**src/hw/rtl/tkr_pkg.sv**
```systemverilog
// Package of the top-k rate table: entry record, cell commands and codes.
// Used by the cell, the top level and the checker; depends on nothing else.
`default_nettype none

package tkr_pkg;

	localparam int ID_W   = 16;
	localparam int RATE_W = 32;
	localparam int TIME_W = 32;

	localparam logic OP_UPDATE = 1'b0;
	localparam logic OP_REPORT = 1'b1;

	localparam logic REG_SELF_ID = 1'b0;
	localparam logic REG_EXPIRY  = 1'b1;

	localparam logic [TIME_W-1:0] EXPIRY_RESET = 32'd7000;

	typedef struct packed {
		logic [ID_W-1:0]   id;
		logic [RATE_W-1:0] rate;
		logic [TIME_W-1:0] stamp;
	} entry_t;

	typedef enum logic [3:0] {
		CELL_HOLD  = 4'b0001,
		CELL_WRITE = 4'b0010,
		CELL_MARK  = 4'b0100,
		CELL_SORT  = 4'b1000
	} cell_cmd_t;

	typedef struct packed {
		cell_cmd_t         cmd;
		logic              odd_phase;
		logic [TIME_W-1:0] now;
		logic [TIME_W-1:0] expiry;
	} cell_ctrl_t;

	// Live entries come before dead ones; among live ones, higher rate first.
	// Equal keys never swap, which keeps the sort stable.
	function automatic logic swap_needed(input logic left_live,
			input logic [RATE_W-1:0] left_rate, input logic right_live,
			input logic [RATE_W-1:0] right_rate);
		swap_needed = (!left_live && right_live) ||
			(left_live && right_live && (left_rate < right_rate));
	endfunction

endpackage

`default_nettype wire

```
**src/hw/rtl/tkr_cell.sv**
```systemverilog
// One slot of the table: holds an entry and its live flag, marks expiry and
// exchanges its entry with a neighbor during the odd-even sort. Uses tkr_pkg.
`default_nettype none

module tkr_cell (
	input  wire logic               clk,
	input  wire logic               arst_n,
	input  wire tkr_pkg::cell_ctrl_t ctrl,
	input  wire logic               wr_en,
	input  wire tkr_pkg::entry_t    wr_data,
	input  wire logic               in_range,
	input  wire logic               odd_slot,
	input  wire logic               has_left,
	input  wire logic               has_right,
	input  wire tkr_pkg::entry_t    left_entry,
	input  wire logic               left_live,
	input  wire tkr_pkg::entry_t    right_entry,
	input  wire logic               right_live,
	output tkr_pkg::entry_t         entry,
	output logic                    live
);
	import tkr_pkg::*;

	entry_t            entry_q;
	entry_t            entry_d;
	logic              live_q;
	logic              live_d;
	logic              role_left;
	logic [TIME_W-1:0] age;

	assign role_left = (odd_slot == ctrl.odd_phase);
	assign age       = ctrl.now - entry_q.stamp;

	always_comb begin
		entry_d = entry_q;
		live_d  = live_q;
		unique case (ctrl.cmd)
			CELL_HOLD: begin
			end
			CELL_WRITE: begin
				if (wr_en) begin
					entry_d = wr_data;
				end
			end
			CELL_MARK: begin
				live_d = in_range && !(age > ctrl.expiry);
			end
			CELL_SORT: begin
				if (role_left) begin
					if (has_right && swap_needed(live_q, entry_q.rate, right_live,
							right_entry.rate)) begin
						entry_d = right_entry;
						live_d  = right_live;
					end
				end else begin
					if (has_left && swap_needed(left_live, left_entry.rate, live_q,
							entry_q.rate)) begin
						entry_d = left_entry;
						live_d  = left_live;
					end
				end
			end
			default: begin
			end
		endcase
	end

	always_ff @(posedge clk or negedge arst_n) begin
		if (!arst_n) begin
			live_q <= 1'b0;
		end else begin
			live_q <= live_d;
		end
	end

	always_ff @(posedge clk) begin
		entry_q <= entry_d;
	end

	assign entry = entry_q;
	assign live  = live_q;

endmodule

`default_nettype wire

```
**src/hw/rtl/top_k_rate_table_with_expiry.sv**
```systemverilog
// Update: an item is taken in idle and handled in the update state; with a full table
// and no id match the lowest rate is searched one slot a cycle in the evict state, then written.
// Report: expiry marking, odd-even sort in the cell row and counting come
// before the first row, then one row per cycle while taken.
// Reset clears the control state, the self entry and the entry count and sets
// expiry_ms to 7000; table contents stay unknown until written.
// Top level: sequencer around a row of tkr_cell slots. Uses tkr_pkg.
`default_nettype none

module top_k_rate_table_with_expiry #(
	parameter int MAX_OTHERS = 4
) (
	input  wire logic        clk,
	input  wire logic        arst_n,
	input  wire logic        s_tvalid,
	output logic             s_tready,
	input  wire logic [79:0] s_tdata,   // now_ms[31:0], object_id[47:32], rate_value[79:48]
	input  wire logic        s_tuser,   // operation
	output logic             m_tvalid,
	input  wire logic        m_tready,
	output logic [47:0]      m_tdata,   // row_id[15:0], row_rate[47:16]
	output logic             m_tuser,   // is_self
	output logic             m_tlast,   // last_row
	input  wire logic        cfg_valid,
	output logic             cfg_ready,
	input  wire logic        cfg_index,
	input  wire logic [31:0] cfg_data
);
	import tkr_pkg::*;

	localparam int IW = (MAX_OTHERS > 1) ? $clog2(MAX_OTHERS) : 1;
	localparam int CW = $clog2(MAX_OTHERS + 1);

	typedef enum logic [7:0] {
		ST_IDLE   = 8'b00000001,
		ST_UPDATE = 8'b00000010,
		ST_EVICT  = 8'b00000100,
		ST_WRITE  = 8'b00001000,
		ST_MARK   = 8'b00010000,
		ST_SORT   = 8'b00100000,
		ST_TALLY  = 8'b01000000,
		ST_EMIT   = 8'b10000000
	} state_t;

	state_t             state_q;
	logic [ID_W-1:0]    self_id_q;
	logic [TIME_W-1:0]  expiry_q;
	logic               self_valid_q;
	logic [RATE_W-1:0]  self_rate_q;
	logic [TIME_W-1:0]  self_stamp_q;
	logic               self_live_q;
	logic               self_pend_q;
	logic [CW-1:0]      count_q;
	logic [IW-1:0]      rd_idx_q;
	logic [IW-1:0]      low_q;
	logic [RATE_W-1:0]  low_rate_q;

	logic               op_q;
	logic [TIME_W-1:0]  now_q;
	logic [ID_W-1:0]    obj_q;
	logic [RATE_W-1:0]  rate_q;

	logic               out_valid_q;
	logic               out_self_q;
	logic               out_last_q;
	logic [ID_W-1:0]    out_id_q;
	logic [RATE_W-1:0]  out_rate_q;

	entry_t             cell_entry [MAX_OTHERS];
	logic [MAX_OTHERS-1:0] cell_live;
	logic [MAX_OTHERS-1:0] cell_wr_en;
	logic [MAX_OTHERS-1:0] cell_in_range;
	entry_t             rd_tab [2**IW];
	entry_t             rd_entry;
	entry_t             wr_data;
	cell_ctrl_t         ctrl;

	logic               self_hit;
	logic               match_any;
	logic [IW-1:0]      match_idx;
	logic               count_full;
	logic               wr_go;
	logic [IW-1:0]      wr_idx;
	logic [CW-1:0]      n_live;
	logic [TIME_W-1:0]  self_age;
	logic               out_free;
	logic               in_accept;
	logic               cfg_accept;

	assign s_tready   = (state_q == ST_IDLE);
	assign cfg_ready  = 1'b1;
	assign in_accept  = s_tvalid && s_tready;
	assign cfg_accept = cfg_valid && cfg_ready;
	assign out_free   = !out_valid_q || m_tready;

	assign m_tvalid = out_valid_q;
	assign m_tdata  = {out_rate_q, out_id_q};
	assign m_tuser  = out_self_q;
	assign m_tlast  = out_last_q;

	assign self_hit   = (obj_q == self_id_q);
	assign count_full = (count_q == CW'(MAX_OTHERS));
	assign self_age   = now_q - self_stamp_q;
	assign n_live     = CW'($countones(cell_live));
	assign rd_entry   = rd_tab[rd_idx_q];
	assign wr_data    = '{id: obj_q, rate: rate_q, stamp: now_q};

	always_comb begin
		match_any = 1'b0;
		match_idx = '0;
		for (int k = 0; k < MAX_OTHERS; k++) begin
			if (!match_any && (CW'(k) < count_q) && (cell_entry[k].id == obj_q)) begin
				match_any = 1'b1;
				match_idx = IW'(k);
			end
		end
	end

	always_comb begin
		wr_go  = 1'b0;
		wr_idx = low_q;
		if (state_q == ST_UPDATE) begin
			wr_go  = !self_hit && (match_any || !count_full);
			wr_idx = match_any ? match_idx : count_q[IW-1:0];
		end else if (state_q == ST_WRITE) begin
			wr_go = 1'b1;
		end
	end

	always_comb begin
		ctrl.now       = now_q;
		ctrl.expiry    = expiry_q;
		ctrl.odd_phase = rd_idx_q[0];
		if (state_q == ST_MARK) begin
			ctrl.cmd = CELL_MARK;
		end else if (state_q == ST_SORT) begin
			ctrl.cmd = CELL_SORT;
		end else if (wr_go) begin
			ctrl.cmd = CELL_WRITE;
		end else begin
			ctrl.cmd = CELL_HOLD;
		end
	end

	for (genvar k = 0; k < MAX_OTHERS; k++) begin : g_cell
		entry_t left_entry;
		entry_t right_entry;
		logic   left_live;
		logic   right_live;

		assign cell_wr_en[k]    = wr_go && (wr_idx == IW'(k));
		assign cell_in_range[k] = (CW'(k) < count_q);

		if (k > 0) begin : g_left
			assign left_entry = cell_entry[k-1];
			assign left_live  = cell_live[k-1];
		end else begin : g_edge_left
			assign left_entry = '0;
			assign left_live  = 1'b0;
		end

		if (k < MAX_OTHERS - 1) begin : g_right
			assign right_entry = cell_entry[k+1];
			assign right_live  = cell_live[k+1];
		end else begin : g_edge_right
			assign right_entry = '0;
			assign right_live  = 1'b0;
		end

		tkr_cell u_cell (
			.clk         (clk),
			.arst_n      (arst_n),
			.ctrl        (ctrl),
			.wr_en       (cell_wr_en[k]),
			.wr_data     (wr_data),
			.in_range    (cell_in_range[k]),
			.odd_slot    (1'(k % 2)),
			.has_left    (1'(k > 0)),
			.has_right   (1'(k < MAX_OTHERS - 1)),
			.left_entry  (left_entry),
			.left_live   (left_live),
			.right_entry (right_entry),
			.right_live  (right_live),
			.entry       (cell_entry[k]),
			.live        (cell_live[k])
		);
	end

	for (genvar k = 0; k < 2**IW; k++) begin : g_rd
		if (k < MAX_OTHERS) begin : g_used
			assign rd_tab[k] = cell_entry[k];
		end else begin : g_pad
			assign rd_tab[k] = '0;
		end
	end

	always_ff @(posedge clk or negedge arst_n) begin
		if (!arst_n) begin
			state_q      <= ST_IDLE;
			self_id_q    <= '0;
			expiry_q     <= EXPIRY_RESET;
			self_valid_q <= 1'b0;
			self_rate_q  <= '0;
			self_stamp_q <= '0;
			self_live_q  <= 1'b0;
			self_pend_q  <= 1'b0;
			count_q      <= '0;
			rd_idx_q     <= '0;
			low_q        <= '0;
			out_valid_q  <= 1'b0;
		end else begin
			if (cfg_accept) begin
				unique case (cfg_index)
					REG_SELF_ID: self_id_q <= cfg_data[ID_W-1:0];
					REG_EXPIRY:  expiry_q  <= cfg_data;
					default: begin
					end
				endcase
			end

			if ((state_q == ST_EMIT) && out_free) begin
				out_valid_q <= 1'b1;
			end else if (m_tready) begin
				out_valid_q <= 1'b0;
			end

			unique case (state_q)
				ST_IDLE: begin
					if (in_accept) begin
						state_q <= (s_tuser == OP_REPORT) ? ST_MARK : ST_UPDATE;
					end
				end
				ST_UPDATE: begin
					if (self_hit) begin
						self_valid_q <= 1'b1;
						self_rate_q  <= rate_q;
						self_stamp_q <= now_q;
						state_q      <= ST_IDLE;
					end else if (match_any) begin
						state_q <= ST_IDLE;
					end else if (!count_full) begin
						count_q <= count_q + CW'(1);
						state_q <= ST_IDLE;
					end else begin
						low_q    <= '0;
						rd_idx_q <= IW'(1);
						state_q  <= (MAX_OTHERS > 1) ? ST_EVICT : ST_WRITE;
					end
				end
				ST_EVICT: begin
					if (rd_entry.rate < low_rate_q) begin
						low_q <= rd_idx_q;
					end
					if (rd_idx_q == IW'(MAX_OTHERS - 1)) begin
						state_q <= ST_WRITE;
					end else begin
						rd_idx_q <= rd_idx_q + IW'(1);
					end
				end
				ST_WRITE: begin
					state_q <= ST_IDLE;
				end
				ST_MARK: begin
					self_live_q <= self_valid_q && !(self_age > expiry_q);
					rd_idx_q    <= '0;
					state_q     <= ST_SORT;
				end
				ST_SORT: begin
					if (rd_idx_q == IW'(MAX_OTHERS - 1)) begin
						state_q <= ST_TALLY;
					end else begin
						rd_idx_q <= rd_idx_q + IW'(1);
					end
				end
				ST_TALLY: begin
					count_q     <= n_live;
					self_pend_q <= self_live_q;
					rd_idx_q    <= '0;
					state_q     <= (self_live_q || (n_live != '0)) ? ST_EMIT : ST_IDLE;
				end
				ST_EMIT: begin
					if (out_free) begin
						if (self_pend_q) begin
							self_pend_q <= 1'b0;
							if (count_q == '0) begin
								state_q <= ST_IDLE;
							end
						end else if ((CW'(rd_idx_q) + CW'(1)) == count_q) begin
							state_q <= ST_IDLE;
						end else begin
							rd_idx_q <= rd_idx_q + IW'(1);
						end
					end
				end
				default: begin
					state_q <= ST_IDLE;
				end
			endcase
		end
	end

	always_ff @(posedge clk) begin
		if (in_accept) begin
			op_q   <= s_tuser;
			now_q  <= s_tdata[31:0];
			obj_q  <= s_tdata[47:32];
			rate_q <= s_tdata[79:48];
		end
		if ((state_q == ST_UPDATE) && (op_q == OP_UPDATE)) begin
			low_rate_q <= cell_entry[0].rate;
		end else if ((state_q == ST_EVICT) && (rd_entry.rate < low_rate_q)) begin
			low_rate_q <= rd_entry.rate;
		end
		if ((state_q == ST_EMIT) && out_free) begin
			if (self_pend_q) begin
				out_self_q <= 1'b1;
				out_id_q   <= self_id_q;
				out_rate_q <= self_rate_q;
				out_last_q <= (count_q == '0);
			end else begin
				out_self_q <= 1'b0;
				out_id_q   <= rd_entry.id;
				out_rate_q <= rd_entry.rate;
				out_last_q <= ((CW'(rd_idx_q) + CW'(1)) == count_q);
			end
		end
	end

endmodule

`default_nettype wire

```
**config.mk**
```make
export PLATFORM = sky130hd
export DESIGN_NAME = top_k_rate_table_with_expiry
export DESIGN_NICKNAME = d
export VERILOG_FILES = /design/src/hw/rtl/tkr_pkg.sv /design/src/hw/rtl/tkr_cell.sv /design/src/hw/rtl/top_k_rate_table_with_expiry.sv
export SDC_FILE = /design/constraint.sdc
export NUM_CORES = 2
export LEC_CHECK = 0
export BUFFER_PORTS_ARGS = -buffer_cell sky130_fd_sc_hd__buf_4
export CAP_MARGIN = 20
export CELL_PAD_IN_SITES_DETAIL_PLACEMENT = 1
export CELL_PAD_IN_SITES_GLOBAL_PLACEMENT = 1
export CORE_ASPECT_RATIO = 0.8
export CORE_UTILIZATION = 50
export DETAILED_ROUTE_END_ITERATION = 10
export PLACE_DENSITY = 0.9
export SLEW_MARGIN = 30
export SYNTH_ARGS = -nofsm -noshare
export SYNTH_HDL_FRONTEND = slang
export SYNTH_HIERARCHICAL = 1
export SYNTH_SLANG_ARGS = --single-unit
```
**constraint.sdc**
```tcl
create_clock -name clk -period 11.3 [get_ports clk]
set_input_delay 0.565 -clock clk [delete_from_list [all_inputs] [get_ports clk]]
set_output_delay 0.565 -clock clk [all_outputs]
set_load 0.01 [all_outputs]
```
==> impl_metrics.toml <==
[status]
run_status = "complete, no violations"

[route]
drt.antenna.violating_nets = 0
met1Wirelength_um = 77850
wl_met2_um = 86040
drt_wl_total_um = 194900
dr_total_vias = 45940
drt_iter0_drc = 5632
vias_per_cell = 6.491
routed.top_layer = "met5"
routedWlPerCell_um = 27.54
detail_route.first_pass.iterations = 8
drc_violations_left = 0
detailroute.wirelength.met3_um = 21350

[placed_design]
hpwl_um = 134400
worst_slack_at_placement_ps = 5206
place.gp.congestion = 0.9498
port_buffers = 170

[setup_path]
worst_path_cell_trace = "inv_1 -> ha_1 -> inv_1 -> fa_1 -> a21o_1 -> a221oi_1 -> nor3_2 -> o211ai_2 -> a211oi_1 -> o21a_1 -> o21ai_0 -> xnor2_1 -> ha_1 -> nand4_1 -> nor2_1 -> nand3_1 -> nor4_1 -> o21ai_0 -> a21oi_1 -> o21ai_0 -> mux2_2"
cp_slowest_cell = "nor4_1"
cp_common_cell = "o21ai_0"
crit_arrival_ps = 6950
timing.setup.critical_path_class = "reg2reg"
critical-path-max-stage-delay_ps = 850
crit_path_start_kind = "flop"
cp_max_fo = 10
setup.worst_path.end_class = "flop"
required_ps = 11850

[worst_hold_path]
tightest_hold_check_type = "in2async"

[floorplanning]
rows = 102
fp.dieW_um = 351.0
chipHeight_um = 281.2
io_pins = 172
core_area_um2 = 96610
floorplan.die_area_um2 = 98720
floorplan.initialDensity_pct = 50.44

[cts]
cts_setup_buffers = 0
tritoncts = "done"
clkLatencyLatePin_ps = 670
post_cts_hold_buffer_count = 0
cts_num_sinks = 618
ctsRootBufferMaster = "clkbuf_16"
clk_pin_slew_worst_paths_ps = 70
ctsHtreeMaxLevel = 3
number_of_clock_buffers_inserted_by_tritoncts = 70
cts_resized = 0
max-clock-path-buffers = 3

[power]
peak_supply_drop_mv = 0.1456
p_leak_uw = 0.02489
switching_share_pct = 43.21
total_power_divided_by_cell_area_nw_per_um2 = 184.5
p_sw_uw = 4372
clockPowerShare_pct = 24.1
power.internal_uw = 5746
seq_power_share_pct = 30.8
power.combinational.fraction_pct = 45.1

[yosys]
yosys_warnings = 6
cell_types_occupying_the_most_area_after_synthesis = "edfxtp_1 30%, ha_1 15%, dfrtp_1 6.5%, nand2_1 6.5%, inv_1 5.0%"
synth_edf_count = 483
post_synth_inst_count = 5376
ys.flop_type = "edfxtp_1"
yosysTopAreaCell = "edfxtp_1"
post_synth_instance_area_um2 = 48730
synth.yosys.seq_area_share_pct = 36.72
postSynth.asyncResetShare_pct = 21.84
synth_cell_types = 95
netlist.area_leader.share_pct = 29.76
ys_top_cells_by_count = "841 x nand2_1, 644 x inv_1, 599 x ha_1"
synth_seq_cells = 618
synth.avg_cell_area_um2 = 9.064
synthMostInstantiatedCell = "nand2_1"

[global_route]
grt_overflow_total = 0
antenna_found_initial = 8
grt_usage_pct = 39.02
grt_max_degree = 89
grt_first_pass_wirelength_um = 291400
grt_pass1_vias = 47920

[timing]
layout_min_cycle_time_ps = 6399
drv_slew = 0
final_hold_viol_count = 0
report.final.setup_viol = 0
max_slew.worst_pin.slew_ps = 1091
post-route-worst-setup-slack_ps = 4901
worst_clk_skew_ps = 38.89
final.setup.tns_ps = 0
max_freq_mhz = 156.3
rsz0062_at_grt = "false"
max-slew-margin-rel_pct = 27.26
timing.hold.ws_ps = 1.080
layout_worst_path_cycle_share_pct = 56.63

[finish]
n_antenna_cell = 0
layout-area-overhead-vs-synth_pct = 12.54
layout-drive-gt1-share_pct = 11.10
nNetsFinal = 6444
fillCellCount = 11100

[run]
max-cap-violations = 0
[final timing paths]
kind	start	end	slack, ps	cells after the start
worst max register to register	now_q[0]$_DFFE_PP_	g_cell[3].u_cell/live$_DFFE_PN0P_	4900	21
worst min-delay path	arst_n	self_stamp_q[8]$_DFFE_PN0P_	1	1
worst max-delay path	now_q[0]$_DFFE_PP_	g_cell[3].u_cell/live$_DFFE_PN0P_	4900	21
max in group asynchronous	arst_n	rd_idx_q[0]$_DFFE_PN0P_	9730	2
worst min register to register	self_rate_q[17]$_DFFE_PN0P_	self_rate_q[17]$_DFFE_PN0P_	500	1
min in group clk	s_tdata[11]	now_q[11]$_DFFE_PP_	70	1
[critical path: cells and delay by family (launching register included)]
| family | cells | cell delay [ps] |
|---|---|---|
| AO/OA/AOI/OAI | 9 | 2490 |
| flip-flops | 1 | 580 |
| XOR/XNOR | 1 | 120 |
| adder cells (fa/ha/maj) | 3 | 940 |
| multiplexers | 1 | 300 |
| AND/OR/NAND/NOR | 5 | 1610 |
| buffers and inverters | 2 | 230 |
[power groups by stage]
stage	Sequential (uW)	Clock, uW	Combinational, uW
6_report	3120	2440	4570
5_1_grt	3120	2510	4860
4_1_cts	3100	2450	4350
3_5_place_dp	3140	0	4270
3_3_place_gp	3130	0	4030
2_1_floorplan	2920	0	2930
[sequential cells by signal, summed over array words and instances, names as in the netlist, 16 cells and up]
register             count
expiry_q                32
low_rate_q              32
self_rate_q             32
rate_q                  32
self_id_q               16
out_id_q                16
self_stamp_q            32
obj_q                   16
now_q                   32
g_cell.u_cell/entry    320
out_rate_q              32
[layout by cell type, fill, tap and decap left out, types with 35 or more instances in the layout]
master | synthesis | routed
nand4_1 | 78 | 78
inv_1 | 644 | 644
clkbuf_16 | 0 | 72
conb_1 | 2 | 246
xor2_1 | 114 | 110
xnor2_1 | 115 | 111
o21ai_0 | 170 | 170
mux2_2 | 166 | 166
a21oi_1 | 254 | 254
nor2_1 | 457 | 454
dfrtp_1 | 127 | 124
a21o_1 | 179 | 179
nor2b_1 | 35 | 35
ha_1 | 599 | 599
nor3_1 | 45 | 43
buf_4 | 1 | 212
a31oi_1 | 338 | 338
nand2_1 | 841 | 840
nand3_1 | 64 | 64
mux4_2 | 48 | 48
edfxtp_1 | 483 | 483
[layer usage]
layer / vias up / track usage [%]
met5: - / 0
met1: 22860 / 52.44
li1: 19510 / -
met2: 2884 / 60.06
met4: 10 / 18.21
met3: 678 / 8.108
[cell families (layout without fill, tap and decap cells)]
group | after synthesis | count (layout) | share of synthesized area [%]
buf+inv | 840 | 997 | 6.563
other cells | 2 | 246 | 0.01541
fa+ha+maj | 605 | 605 | 15.63
compound gates | 1192 | 1192 | 15.95
simple gates | 1666 | 1666 | 14.75
xor+xnor | 229 | 229 | 4.116
flops | 618 | 618 | 36.72
mux | 224 | 224 | 6.260
[per-stage QoR]
step	power [uW]	util, %	instances	instance area [um2]
after floorplan	5850	-	5620	49650
after global placement	7155	54.22	6944	52380
after detailed placement	7406	54.28	6946	52440
after CTS	9898	56.68	7075	54760
after global routing	10490	56.77	7077	54840
final	10120	56.77	7077	54840
[area by class of cell]
cell class                 count  area [um2]  area share [%]
clock inverter                30       307.8          0.5612
sequential                   618       17900           32.64
tap                         1300        1627           2.966
timing repair buffer         224        1782           3.249
clock buffer                  99        2013           3.671
inverter                     644        2417           4.408
multi-input combinational   4162       28800           52.51
Note: power is estimated with default switching activity, not from simulation.
